**src/rtl/tmm_pkg.sv**
```systemverilog
// Package for the typed message mailbox: field widths, status and command codes,
// and the message, request and result structs. No dependencies.
package tmm_pkg;

    localparam int QUEUE_DEPTH_DEF = 16;

    localparam int TYPE_W  = 16;
    localparam int PARAM_W = 32;
    localparam int STAT_W  = 2;

    // Result status codes
    localparam logic [STAT_W-1:0] ST_OK        = 2'd0;
    localparam logic [STAT_W-1:0] ST_FULL      = 2'd1;
    localparam logic [STAT_W-1:0] ST_NOT_FOUND = 2'd2;

    // Command codes
    localparam logic CMD_SEND = 1'b0;
    localparam logic CMD_RECV = 1'b1;

    // One stored message
    typedef struct packed {
        logic [PARAM_W-1:0] param_b;
        logic [PARAM_W-1:0] param_a;
        logic [TYPE_W-1:0]  msg_type;
    } t_msg;

    // One accepted input item
    typedef struct packed {
        logic               cmd;
        logic               match_any;
        t_msg               msg;
    } t_req;

    // One result item
    typedef struct packed {
        logic [STAT_W-1:0]  status;
        t_msg               msg;
    } t_result;

endpackage

```
**src/rtl/typed_message_mailbox_top.sv**
```systemverilog
// Top level of the typed message mailbox: stream ports, output register,
// controller and slot memory. Uses tmm_pkg, tmm_ctrl and tmm_slot_mem.
// A send tests one slot at a time in the ring scan until it finds a free slot or reaches
// the end pointer; a refused send goes straight to the result; a receive does one
// memory read and type compare per slot. One item is in work at a time; the next item
// is accepted only once the result is taken, so result stalls hold it off.
// Reset clears slot valid bits, pointers and count; slot contents are not cleared.
module typed_message_mailbox_top #(
    parameter int QUEUE_DEPTH = tmm_pkg::QUEUE_DEPTH_DEF
) (
    input  logic        i_clk,
    input  logic        i_rst_n,
    // input items
    input  logic        i_s_tvalid,
    output logic        o_s_tready,
    input  logic [87:0] i_s_tdata,   // msg_type[15:0], match_any[16], param_a[48:17],
                                     // param_b[80:49], zero pad[87:81]
    input  logic [0:0]  i_s_tuser,   // cmd[0]
    // result items
    output logic        o_m_tvalid,
    input  logic        i_m_tready,
    output logic [79:0] o_m_tdata,   // out_type[15:0], out_a[47:16], out_b[79:48]
    output logic [1:0]  o_m_tuser    // status[1:0]
);
    import tmm_pkg::*;

    localparam int IDX_W = $clog2(QUEUE_DEPTH);

    t_req             req;
    t_result          res;
    logic             res_valid;
    logic             res_ready;
    logic             mem_we;
    logic [IDX_W-1:0] mem_waddr;
    logic [IDX_W-1:0] mem_raddr;
    t_msg             mem_wdata;
    t_msg             mem_rdata;

    logic             r_out_valid;
    t_result          r_out;

    // Unpack input item
    assign req.cmd          = i_s_tuser[0];
    assign req.match_any    = i_s_tdata[16];
    assign req.msg.msg_type = i_s_tdata[15:0];
    assign req.msg.param_a  = i_s_tdata[48:17];
    assign req.msg.param_b  = i_s_tdata[80:49];

    tmm_ctrl #(
        .QUEUE_DEPTH (QUEUE_DEPTH)
    ) u_ctrl (
        .i_clk       (i_clk),
        .i_rst_n     (i_rst_n),
        .i_req_valid (i_s_tvalid),
        .o_req_ready (o_s_tready),
        .i_req       (req),
        .o_res_valid (res_valid),
        .i_res_ready (res_ready),
        .o_res       (res),
        .o_mem_we    (mem_we),
        .o_mem_waddr (mem_waddr),
        .o_mem_wdata (mem_wdata),
        .o_mem_raddr (mem_raddr),
        .i_mem_rdata (mem_rdata)
    );

    tmm_slot_mem #(
        .QUEUE_DEPTH (QUEUE_DEPTH)
    ) u_slot_mem (
        .i_clk   (i_clk),
        .i_we    (mem_we),
        .i_waddr (mem_waddr),
        .i_wdata (mem_wdata),
        .i_raddr (mem_raddr),
        .o_rdata (mem_rdata)
    );

    // Output register: loads when empty or being drained
    assign res_ready = !r_out_valid || i_m_tready;

    always_ff @(posedge i_clk) begin
        if (!i_rst_n) begin
            r_out_valid <= 1'b0;
        end else if (res_ready) begin
            r_out_valid <= res_valid;
        end
    end

    always_ff @(posedge i_clk) begin
        if (res_ready && res_valid) begin
            r_out <= res;
        end
    end

    assign o_m_tvalid        = r_out_valid;
    assign o_m_tuser         = r_out.status;
    assign o_m_tdata[15:0]   = r_out.msg.msg_type;
    assign o_m_tdata[47:16]  = r_out.msg.param_a;
    assign o_m_tdata[79:48]  = r_out.msg.param_b;

endmodule

```
**src/rtl/tmm_slot_mem.sv**
```systemverilog
// Slot storage of the mailbox: one synchronous memory holding type and both
// parameters per slot, one write port, one registered read port. Uses tmm_pkg.
module tmm_slot_mem #(
    parameter int QUEUE_DEPTH = tmm_pkg::QUEUE_DEPTH_DEF,
    parameter int IDX_W       = $clog2(QUEUE_DEPTH)
) (
    input  logic               i_clk,
    input  logic               i_we,
    input  logic [IDX_W-1:0]   i_waddr,
    input  tmm_pkg::t_msg      i_wdata,
    input  logic [IDX_W-1:0]   i_raddr,
    output tmm_pkg::t_msg      o_rdata
);
    import tmm_pkg::*;

    t_msg r_mem [QUEUE_DEPTH];
    t_msg r_rdata;

    // Write port
    always_ff @(posedge i_clk) begin
        if (i_we) begin
            r_mem[i_waddr] <= i_wdata;
        end
    end

    // Registered read port
    always_ff @(posedge i_clk) begin
        r_rdata <= r_mem[i_raddr];
    end

    assign o_rdata = r_rdata;

endmodule

```
**src/rtl/tmm_ctrl.sv**
```systemverilog
// Mailbox controller: slot valid bits, ring pointers, message count and the
// scan sequencer driving tmm_slot_mem. Uses tmm_pkg.
module tmm_ctrl #(
    parameter int QUEUE_DEPTH = tmm_pkg::QUEUE_DEPTH_DEF,
    parameter int IDX_W       = $clog2(QUEUE_DEPTH),
    parameter int CNT_W       = $clog2(QUEUE_DEPTH + 1)
) (
    input  logic               i_clk,
    input  logic               i_rst_n,
    // request side
    input  logic               i_req_valid,
    output logic               o_req_ready,
    input  tmm_pkg::t_req      i_req,
    // result side
    output logic               o_res_valid,
    input  logic               i_res_ready,
    output tmm_pkg::t_result   o_res,
    // slot memory
    output logic               o_mem_we,
    output logic [IDX_W-1:0]   o_mem_waddr,
    output tmm_pkg::t_msg      o_mem_wdata,
    output logic [IDX_W-1:0]   o_mem_raddr,
    input  tmm_pkg::t_msg      i_mem_rdata
);
    import tmm_pkg::*;

    localparam logic [1:0] S_IDLE = 2'd0;
    localparam logic [1:0] S_SEND = 2'd1;
    localparam logic [1:0] S_RECV = 2'd2;
    localparam logic [1:0] S_FIN  = 2'd3;

    localparam logic [IDX_W-1:0] LAST_IDX = IDX_W'(QUEUE_DEPTH - 1);
    localparam logic [CNT_W-1:0] FULL_CNT = CNT_W'(QUEUE_DEPTH);

    function automatic logic [IDX_W-1:0] ring_next(input logic [IDX_W-1:0] i);
        ring_next = (i == LAST_IDX) ? '0 : i + 1'b1;
    endfunction

    logic [1:0]             r_state, n_state;
    logic [IDX_W-1:0]       r_start, r_end;
    logic [CNT_W-1:0]       r_count;
    logic [QUEUE_DEPTH-1:0] r_valid;

    // per-item working registers
    logic [IDX_W-1:0]       r_idx;       // slot under test
    logic [IDX_W-1:0]       r_steps;     // slots already tested on receive
    logic [IDX_W-1:0]       r_hit_idx;
    logic                   r_append;
    logic                   r_cmd;
    logic                   r_any;
    t_msg                   r_req_msg;
    logic [STAT_W-1:0]      r_status;
    t_msg                   r_res_msg;

    logic                   accept;
    logic                   commit;
    logic                   recv_match;
    logic [IDX_W-1:0]       idx_nxt;

    assign accept     = i_req_valid && o_req_ready;
    assign commit     = (r_state == S_FIN) && i_res_ready;
    assign idx_nxt    = ring_next(r_idx);
    assign recv_match = r_valid[r_idx] &&
                        (r_any || (i_mem_rdata.msg_type == r_req_msg.msg_type));

    assign o_req_ready = (r_state == S_IDLE);
    assign o_res_valid = (r_state == S_FIN);
    assign o_res       = '{status: r_status, msg: r_res_msg};

    // Memory: read address runs one slot ahead of the compare; write only at commit
    assign o_mem_raddr = (r_state == S_RECV) ? idx_nxt : r_start;
    assign o_mem_we    = commit && (r_cmd == CMD_SEND) && (r_status == ST_OK);
    assign o_mem_waddr = r_hit_idx;
    assign o_mem_wdata = r_req_msg;

    // Next state
    always_comb begin
        n_state = r_state;
        unique case (r_state)
            S_IDLE: begin
                if (accept) begin
                    if (i_req.cmd == CMD_RECV) begin
                        n_state = S_RECV;
                    end else if (r_count >= FULL_CNT) begin
                        n_state = S_FIN;
                    end else begin
                        n_state = S_SEND;
                    end
                end
            end
            S_SEND: begin
                if ((r_idx == r_end) || !r_valid[r_idx]) begin
                    n_state = S_FIN;
                end
            end
            S_RECV: begin
                if (recv_match || (r_steps == LAST_IDX)) begin
                    n_state = S_FIN;
                end
            end
            S_FIN: begin
                if (i_res_ready) begin
                    n_state = S_IDLE;
                end
            end
            default: n_state = S_IDLE;
        endcase
    end

    // Control state
    always_ff @(posedge i_clk) begin
        if (!i_rst_n) begin
            r_state <= S_IDLE;
            r_start <= '0;
            r_end   <= '0;
            r_count <= '0;
            r_valid <= '0;
        end else begin
            r_state <= n_state;
            if (commit && (r_status == ST_OK)) begin
                if (r_cmd == CMD_SEND) begin
                    r_valid[r_hit_idx] <= 1'b1;
                    r_count            <= r_count + 1'b1;
                    if (r_append) begin
                        r_end <= ring_next(r_end);
                    end
                end else begin
                    r_valid[r_hit_idx] <= 1'b0;
                    if (r_hit_idx == r_start) begin
                        r_start <= ring_next(r_start);
                    end
                    if (r_count != '0) begin
                        r_count <= r_count - 1'b1;
                    end
                end
            end
        end
    end

    // Item working registers
    always_ff @(posedge i_clk) begin
        unique case (r_state)
            S_IDLE: begin
                if (accept) begin
                    r_cmd     <= i_req.cmd;
                    r_any     <= i_req.match_any;
                    r_req_msg <= i_req.msg;
                    r_idx     <= r_start;
                    r_steps   <= '0;
                    r_res_msg <= '0;
                    r_append  <= 1'b0;
                    r_status  <= ((i_req.cmd == CMD_SEND) && (r_count >= FULL_CNT)) ?
                                 ST_FULL : ST_OK;
                end
            end
            S_SEND: begin
                if (r_idx == r_end) begin
                    r_hit_idx <= r_end;
                    r_append  <= 1'b1;
                end else if (!r_valid[r_idx]) begin
                    r_hit_idx <= r_idx;
                end else begin
                    r_idx <= idx_nxt;
                end
            end
            S_RECV: begin
                if (recv_match) begin
                    r_hit_idx <= r_idx;
                    r_res_msg <= i_mem_rdata;
                end else if (r_steps == LAST_IDX) begin
                    r_status <= ST_NOT_FOUND;
                end else begin
                    r_idx   <= idx_nxt;
                    r_steps <= r_steps + 1'b1;
                end
            end
            S_FIN: begin
            end
            default: begin
            end
        endcase
    end

    // Checks
    a_count_bound: assert property (@(posedge i_clk) disable iff (!i_rst_n)
        r_count <= FULL_CNT)
        else $error("message count above depth");

    a_full_only_when_full: assert property (@(posedge i_clk) disable iff (!i_rst_n)
        (r_state == S_FIN) && (r_status == ST_FULL) |-> (r_count == FULL_CNT))
        else $error("send refused while mailbox not full");

    a_recv_hit_valid: assert property (@(posedge i_clk) disable iff (!i_rst_n)
        (r_state == S_FIN) && (r_cmd == CMD_RECV) && (r_status == ST_OK)
        |-> r_valid[r_hit_idx])
        else $error("receive took an empty slot");

    a_send_sets_valid: assert property (@(posedge i_clk) disable iff (!i_rst_n)
        o_mem_we |=> r_valid[$past(r_hit_idx)])
        else $error("sent slot not marked valid");

    a_fin_returns_idle: assert property (@(posedge i_clk) disable iff (!i_rst_n)
        commit |=> (r_state == S_IDLE))
        else $error("sequencer did not return to idle after result");

endmodule
```
**config.mk**
```make
export PLATFORM = sky130hd
export DESIGN_NAME = typed_message_mailbox_top
export DESIGN_NICKNAME = d
export VERILOG_FILES = /design/src/rtl/tmm_pkg.sv /design/src/rtl/typed_message_mailbox_top.sv /design/src/rtl/tmm_slot_mem.sv /design/src/rtl/tmm_ctrl.sv
export SDC_FILE = /design/constraint.sdc
export NUM_CORES = 2
export LEC_CHECK = 0
export BUFFER_PORTS_ARGS = -buffer_cell sky130_fd_sc_hd__buf_2
export CAP_MARGIN = 5
export CORE_MARGIN = 1
export CORE_UTILIZATION = 50
export DETAILED_ROUTE_END_ITERATION = 16
export GPL_TIMING_DRIVEN = 0
export PLACE_DENSITY = 0.75
export SYNTH_ARGS = -nofsm -noshare
export SYNTH_HDL_FRONTEND = slang
export SYNTH_SLANG_ARGS = --single-unit
export TNS_END_PERCENT = 30
```
**constraint.sdc**
```tcl
create_clock -name i_clk -period 9.89 [get_ports i_clk]
set_input_delay 1.978 -clock i_clk [delete_from_list [all_inputs] [get_ports i_clk]]
set_output_delay 1.978 -clock i_clk [all_outputs]
set_load 0.01 [all_outputs]
```
== Yosys cells after proc, flatten, opt, wreduce, memory -nomap -nowiden ==
Memories as Yosys holds them, arrays and structs flattened. A register that Yosys moved wholly into a read port is not among the register bits.
Cells that the tools add are included.

* Flip-flop bits (word level): 291
* Bits in writable memories: 1280
* Output and inout bits: 84
* Memories kept: 1

{| class="wikitable"
|+ Memory list
! memory !! words !! bits a word !! read ports !! clocked after memory_dff !! wr ports !! RTL line !! text
|-
| u_slot_mem.r_mem || 16 || 80 || 1 || 1 || 1 || tmm_slot_mem.sv:16 || <nowiki>t_msg r_mem [QUEUE_DEPTH];</nowiki>
|}

* $add $sub $neg: 6
* Order comparisons: 4
* Eq/ne operators: 23
* Multiplexer cells: 45
* Bitwise gates (word level): 5
* Reductions and logical operators: 32

{| class="wikitable"
|+ Operators by type and width
! operator !! number
|-
| $mux W80 || 2
|-
| $pmux W80 S2 || 1
|-
| $mux W4 || 15
|-
| $mux W2 || 9
|-
| $add A4 B1 Y4 const B || 4
|-
| $and A16 B16 Y16 || 1
|-
| $eq A16 B16 Y1 || 1
|-
| $eq A4 B4 Y1 const B || 4
|-
| $mux W16 || 1
|-
| $not A16 Y16 || 1
|-
| $or A16 B16 Y16 || 1
|-
| $pmux W4 S2 || 2
|-
| $reduce_and A3 Y1 || 5
|-
| $ne A2 B2 Y1 const B || 7
|-
| $pmux W4 S3 || 1
|-
| $reduce_and A4 Y1 || 3
|-
| $lt A4 B5 Y1 const B || 2
|-
| $mux W5 || 2
|-
| $ne A2 B1 Y1 const B || 5
|-
| $eq A4 B4 Y1 || 2
|-
| $logic_and A1 B1 Y1 || 8
|-
| $pmux W2 S4 || 1
|-
| $mux W1 || 7
|-
| $reduce_and A6 Y1 || 1
|-
| other kinds (19) || 29
|}

== Logic depth before layout (Yosys ltp) ==
* Depth in word-level cells: 7
* Mapped depth: 12

== Hierarchy ==
A second synthesis with hierarchy kept.

* Cell total of the unflattened synthesis: 2668
* Area, all modules: 60028.8 µm²

{| class="wikitable"
|+ By module, submodules not included
! module !! times used !! cells an instance !! area an instance (µm²) !! sequential area each (µm²)
|-
| tmm_slot_mem || 1 || 2054 || 49422.4 || 40038.4
|-
| tmm_ctrl || 1 || 527 || 8086.5 || 5935.7
|-
| typed_message_mailbox_top || 1 || 87 || 2519.9 || 2482.4
|}

== Least setup slack after synthesis ==
No wires, ideal clock.

* Path type: in2reg
* Start: input port i_s_tvalid
* End: register u_ctrl.r_res_msg, in the netlist u_ctrl.o_res[0], enable pin
* Library setup time: 617 ps
* Data arrival time: 7551 ps
* Data required time: 9273 ps
* Slack: 1722 ps
* Cell stages on the path: 2
* Path buffers: 0
* Cell sequence: nor2b_1 nor3_1

* Word-level cells in the longest chain between the ends: 3

{| class="wikitable"
|+ RTL lines
! element !! RTL line !! text
|-
| start: declaration || typed_message_mailbox_top.sv:14 || <nowiki>input logic i_s_tvalid,</nowiki>
|-
| $logic_and A1 B1 Y1 || tmm_ctrl.sv:60 || <nowiki>assign accept = i_req_valid && o_req_ready;</nowiki>
|-
| $ne A2 B2 Y1 (no source line) || -- ||
|-
| $reduce_and A3 Y1 (no source line) || -- ||
|-
| end signal: assignment || tmm_ctrl.sv:169 || <nowiki>r_res_msg <= i_mem_rdata;</nowiki>
|-
| end: declaration || tmm_ctrl.sv:53 || <nowiki>t_msg r_res_msg;</nowiki>
|}

Every way passes these cells.
A chain may end at the register's enable or synchronous reset.

== Worst setup path in the final report ==
* Start: input port i_m_tready
* End: memory u_slot_mem.r_mem[14][2] in the netlist's numbering, enable pin

* Word-level cells in the longest chain between the ends: 6

{| class="wikitable"
|+ RTL lines
! element !! RTL line !! text
|-
| start: declaration || typed_message_mailbox_top.sv:21 || <nowiki>input logic i_m_tready,</nowiki>
|-
| $logic_or A1 B1 Y1 || typed_message_mailbox_top.sv:79 || <nowiki>assign res_ready = !r_out_valid || i_m_tready;</nowiki>
|-
| $logic_and A1 B1 Y1 || tmm_ctrl.sv:61 || <nowiki>assign commit = (r_state == S_FIN) && i_res_ready;</nowiki>
|-
| $logic_and A1 B1 Y1 (2 in series) || tmm_ctrl.sv:72 || <nowiki>assign o_mem_we = commit && (r_cmd == CMD_SEND) && (r_status == ST_OK);</nowiki>
|-
| $mux W1 || tmm_slot_mem.sv:21 || <nowiki>if (i_we) begin</nowiki>
|-
| $mux W1 (not written as such) || tmm_slot_mem.sv:22 || <nowiki>r_mem[i_waddr] <= i_wdata;</nowiki>
|-
| end: declaration || tmm_slot_mem.sv:16 ||
|}

Every way passes these cells.

==> flow_summary.ini <==
[setup_path]
path_delay_family = simple AND/OR/NAND/NOR gates
criticalPathCategory = primary input to register
cp_max_fo = 25
critPathSlowestCell = nor2_4
cp.required_ns = 10.36
critPathBufInv = 4
cp.arrival_ns = 4.78
worst_setup_path_end_kind = register
path_common_cell = buf_12
worstPathCellList = buf_2 > nor2b_4 > nor4b_4 > nand3_1 > nor2_4 > buf_12 > buf_12 > buf_16
critPathMaxStageDelay_ns = 0.90
start_kind = primary input

[final_layout]
drive_above_1_share = 0.196
diodes = 0
layout_common_cells = edfxtp_1 (1539), nand2_1 (504), buf_2 (222), mux2i_1 (172), nand3_1 (167)
nNetsFinal = 3869
final_common_cell = edfxtp_1
syn_to_final_growth_pct = 15.7

[timing]
fin_ws_ns = 5.58
period_needed_ns = 4.31
slew_headroom = 0.0953
fmax_ghz = 0.232
maxSlewViolCount = 0
hold-worst-slack_ns = 0.410
worst_pin_slew_ns = 1.36
finalClockSkew_ns = 0.0235
hold_violations = 0
setup_viol = 0
grt_setup_unrepaired = false
min_period_over_period = 0.436

[place]
numPortBuffers = 169
dp_slack_ns = 4.79
place_congestion = 0.807
hpwl_mm = 88.0

[synthesis]
ys_seq_area_frac = 0.791
ys_seq_elements = 1651
async_flop_share = 0
syn_nets = 3478
synthesis.area_per_instance_um2 = 18.2
syn_area_mm2 = 0.0613
yosys_most_used_dff = edfxtp_1
yosysWarnings = 0
synth_cells = 3373
synth.distinct_cells = 61
synth_enable_flop_cells = 1539

[clock_tree]
clkTransAtPathRegs_ns = 0.06
clkLatencyLatePin_ns = 0.78
cts.hold.buffers_added = 0
root_buffer = clkbuf_16
cts_resized = 0
cts_buffers = 158
cts_tree = yes
cts_setup_buffers = 0
clock-sinks = 1651
htreeDepth = 4
clockBufferDepth = 3

[global_route]
track_usage = 0.228
grt_first_pass_wirelength_mm = 210
grt_max_degree = 46
antenna_found_initial = 0
grt_pass1_vias = 32700
overflow = 0

[status]
outcome = complete, no violations

[min_path]
min_path_type = register to register

[drt]
drtIter0Drc = 3895
wl_per_cell_um = 25.7
vias_per_cell = 5.90
dr.pass1.iters = 5
drc = 0
wl_mm = 142
drtAntennaViolNets = 0
num_vias = 32600

[power]
peakVddDrop_mv = 0.186
p_leak_nw = 24.3
powerDensity_mw_per_mm2 = 263

[floorplan]
core_area_mm2 = 0.122
die_h_um = 352
initial_core_util = 0.504
ios = 177
die_area_mm2 = 0.124
dieWidth_um = 352
rows = 128

[run]
cap_violations = 0
==> synthesized netlist by cell type, drive strengths merged, types with 11 or more instances <==
library cell,number,area [um2]
edfxtp,1539,46200
nand2,504,1890
mux2i,173,1740
nand3,167,836
mux4,162,3650
dfxtp,112,2240
buf,97,697
and2,93,582
o21ai,91,455
clkbuf,88,330
nand4,86,538
a32oi,80,701
xnor2,28,245
nor2,27,101
o21a,13,97.6
a21oi,12,63.8
ha,11,138
==> worst register-to-register path, cell delays in order (launching register included) <==
cell      delay (ns)
edfxtp_1        0.66
xnor2_1         0.38
nand4_1         0.25
nor4_1          0.59
o311ai_1        0.32
nor3_2          0.85
buf_6           0.26
buf_6           0.18
buf_6           0.18
buf_6           0.20
==> flip-flops by register name, summed over array words and instances (netlist names), 2 cells and up, named ones only <==
name                count
o_m_tdata              80
o_m_tuser               2
u_ctrl.o_mem_waddr      4
u_ctrl.o_mem_wdata     80
u_ctrl.o_res           80
u_ctrl.r_count          5
u_ctrl.r_end            4
u_ctrl.r_idx            4
u_ctrl.r_start          4
u_ctrl.r_state          2
u_ctrl.r_status         2
u_ctrl.r_steps          4
u_slot_mem.o_rdata     80
u_slot_mem.r_mem     1280
==> cell type report <==
| class | instances | area (um2) |
|---|---|---|
| Tap cell | 1625 | 2030 |
| Timing Repair Buffer | 231 | 2050 |
| Sequential cell | 1651 | 48500 |
| Multi-Input combinational cell | 1528 | 11900 |
| Fill cell | 8668 | 50800 |
| Buffer | 185 | 1030 |
| Clock buffer | 201 | 4340 |
| Inverter | 9 | 33.8 |
| Clock inverter | 92 | 1090 |
==> power by group <==
part           switching (mW)  internal [mW]
logic                    2.25           1.21
registers               0.381           8.50
clock network            2.54           3.74
==> path summary, 6_finish.rpt <==
check                             startpoint                           endpoint  slack [ns]  cells after the start
max                               i_m_tready  u_slot_mem.r_mem[14][2]$_DFFE_PP_        5.58                      8
max reg2reg  u_ctrl.o_mem_wdata[4]$_DFFE_PP_     u_ctrl.o_res[37]$_SDFFCE_PN0P_        5.75                      9
min reg2reg   u_ctrl.o_res[63]$_SDFFCE_PN0P_            o_m_tdata[63]$_DFFE_PP_        0.41                      0
min           u_ctrl.o_res[63]$_SDFFCE_PN0P_            o_m_tdata[63]$_DFFE_PP_        0.41                      0
==> metal layers <==
metal  vias up  GRT usage  part of all wire
li1      13900          -                 -
met1     16500      0.315              0.40
met2      1807      0.362              0.47
met3       312     0.0466             0.095
met4         0     0.0843             0.035
met5         -          0                 0
==> per-stage QoR <==
| step | util | power [mW] | area, um2 | TNS (ns) | cells |
|---|---|---|---|---|---|
| 2_1_floorplan | - | 11.1 | 61300 | 0 | 3373 |
| 3_3_place_gp | 0.527 | 12.3 | 64200 | -671.71 | 5167 |
| 3_5_place_dp | 0.538 | 12.5 | 65500 | 0 | 5229 |
| 4_1_cts | 0.583 | 18.7 | 70900 | 0 | 5522 |
| 5_1_grt | 0.583 | 19.2 | 70900 | 0 | 5522 |
| 6_report | 0.583 | 18.6 | 70900 | 0 | 5522 |
==> cell families after synthesis <==
kind of cell	share of synthesized area
muxes	0.0882
AOI/OAI and AO/OA	0.0275
DFF	0.791
and+or+nand+nor	0.0689
adders and majority gates	0.00257
xor gates and xnor gates	0.00486
buffers and inverters	0.0173
No activity file was read; power rests on OpenSTA's default activity.
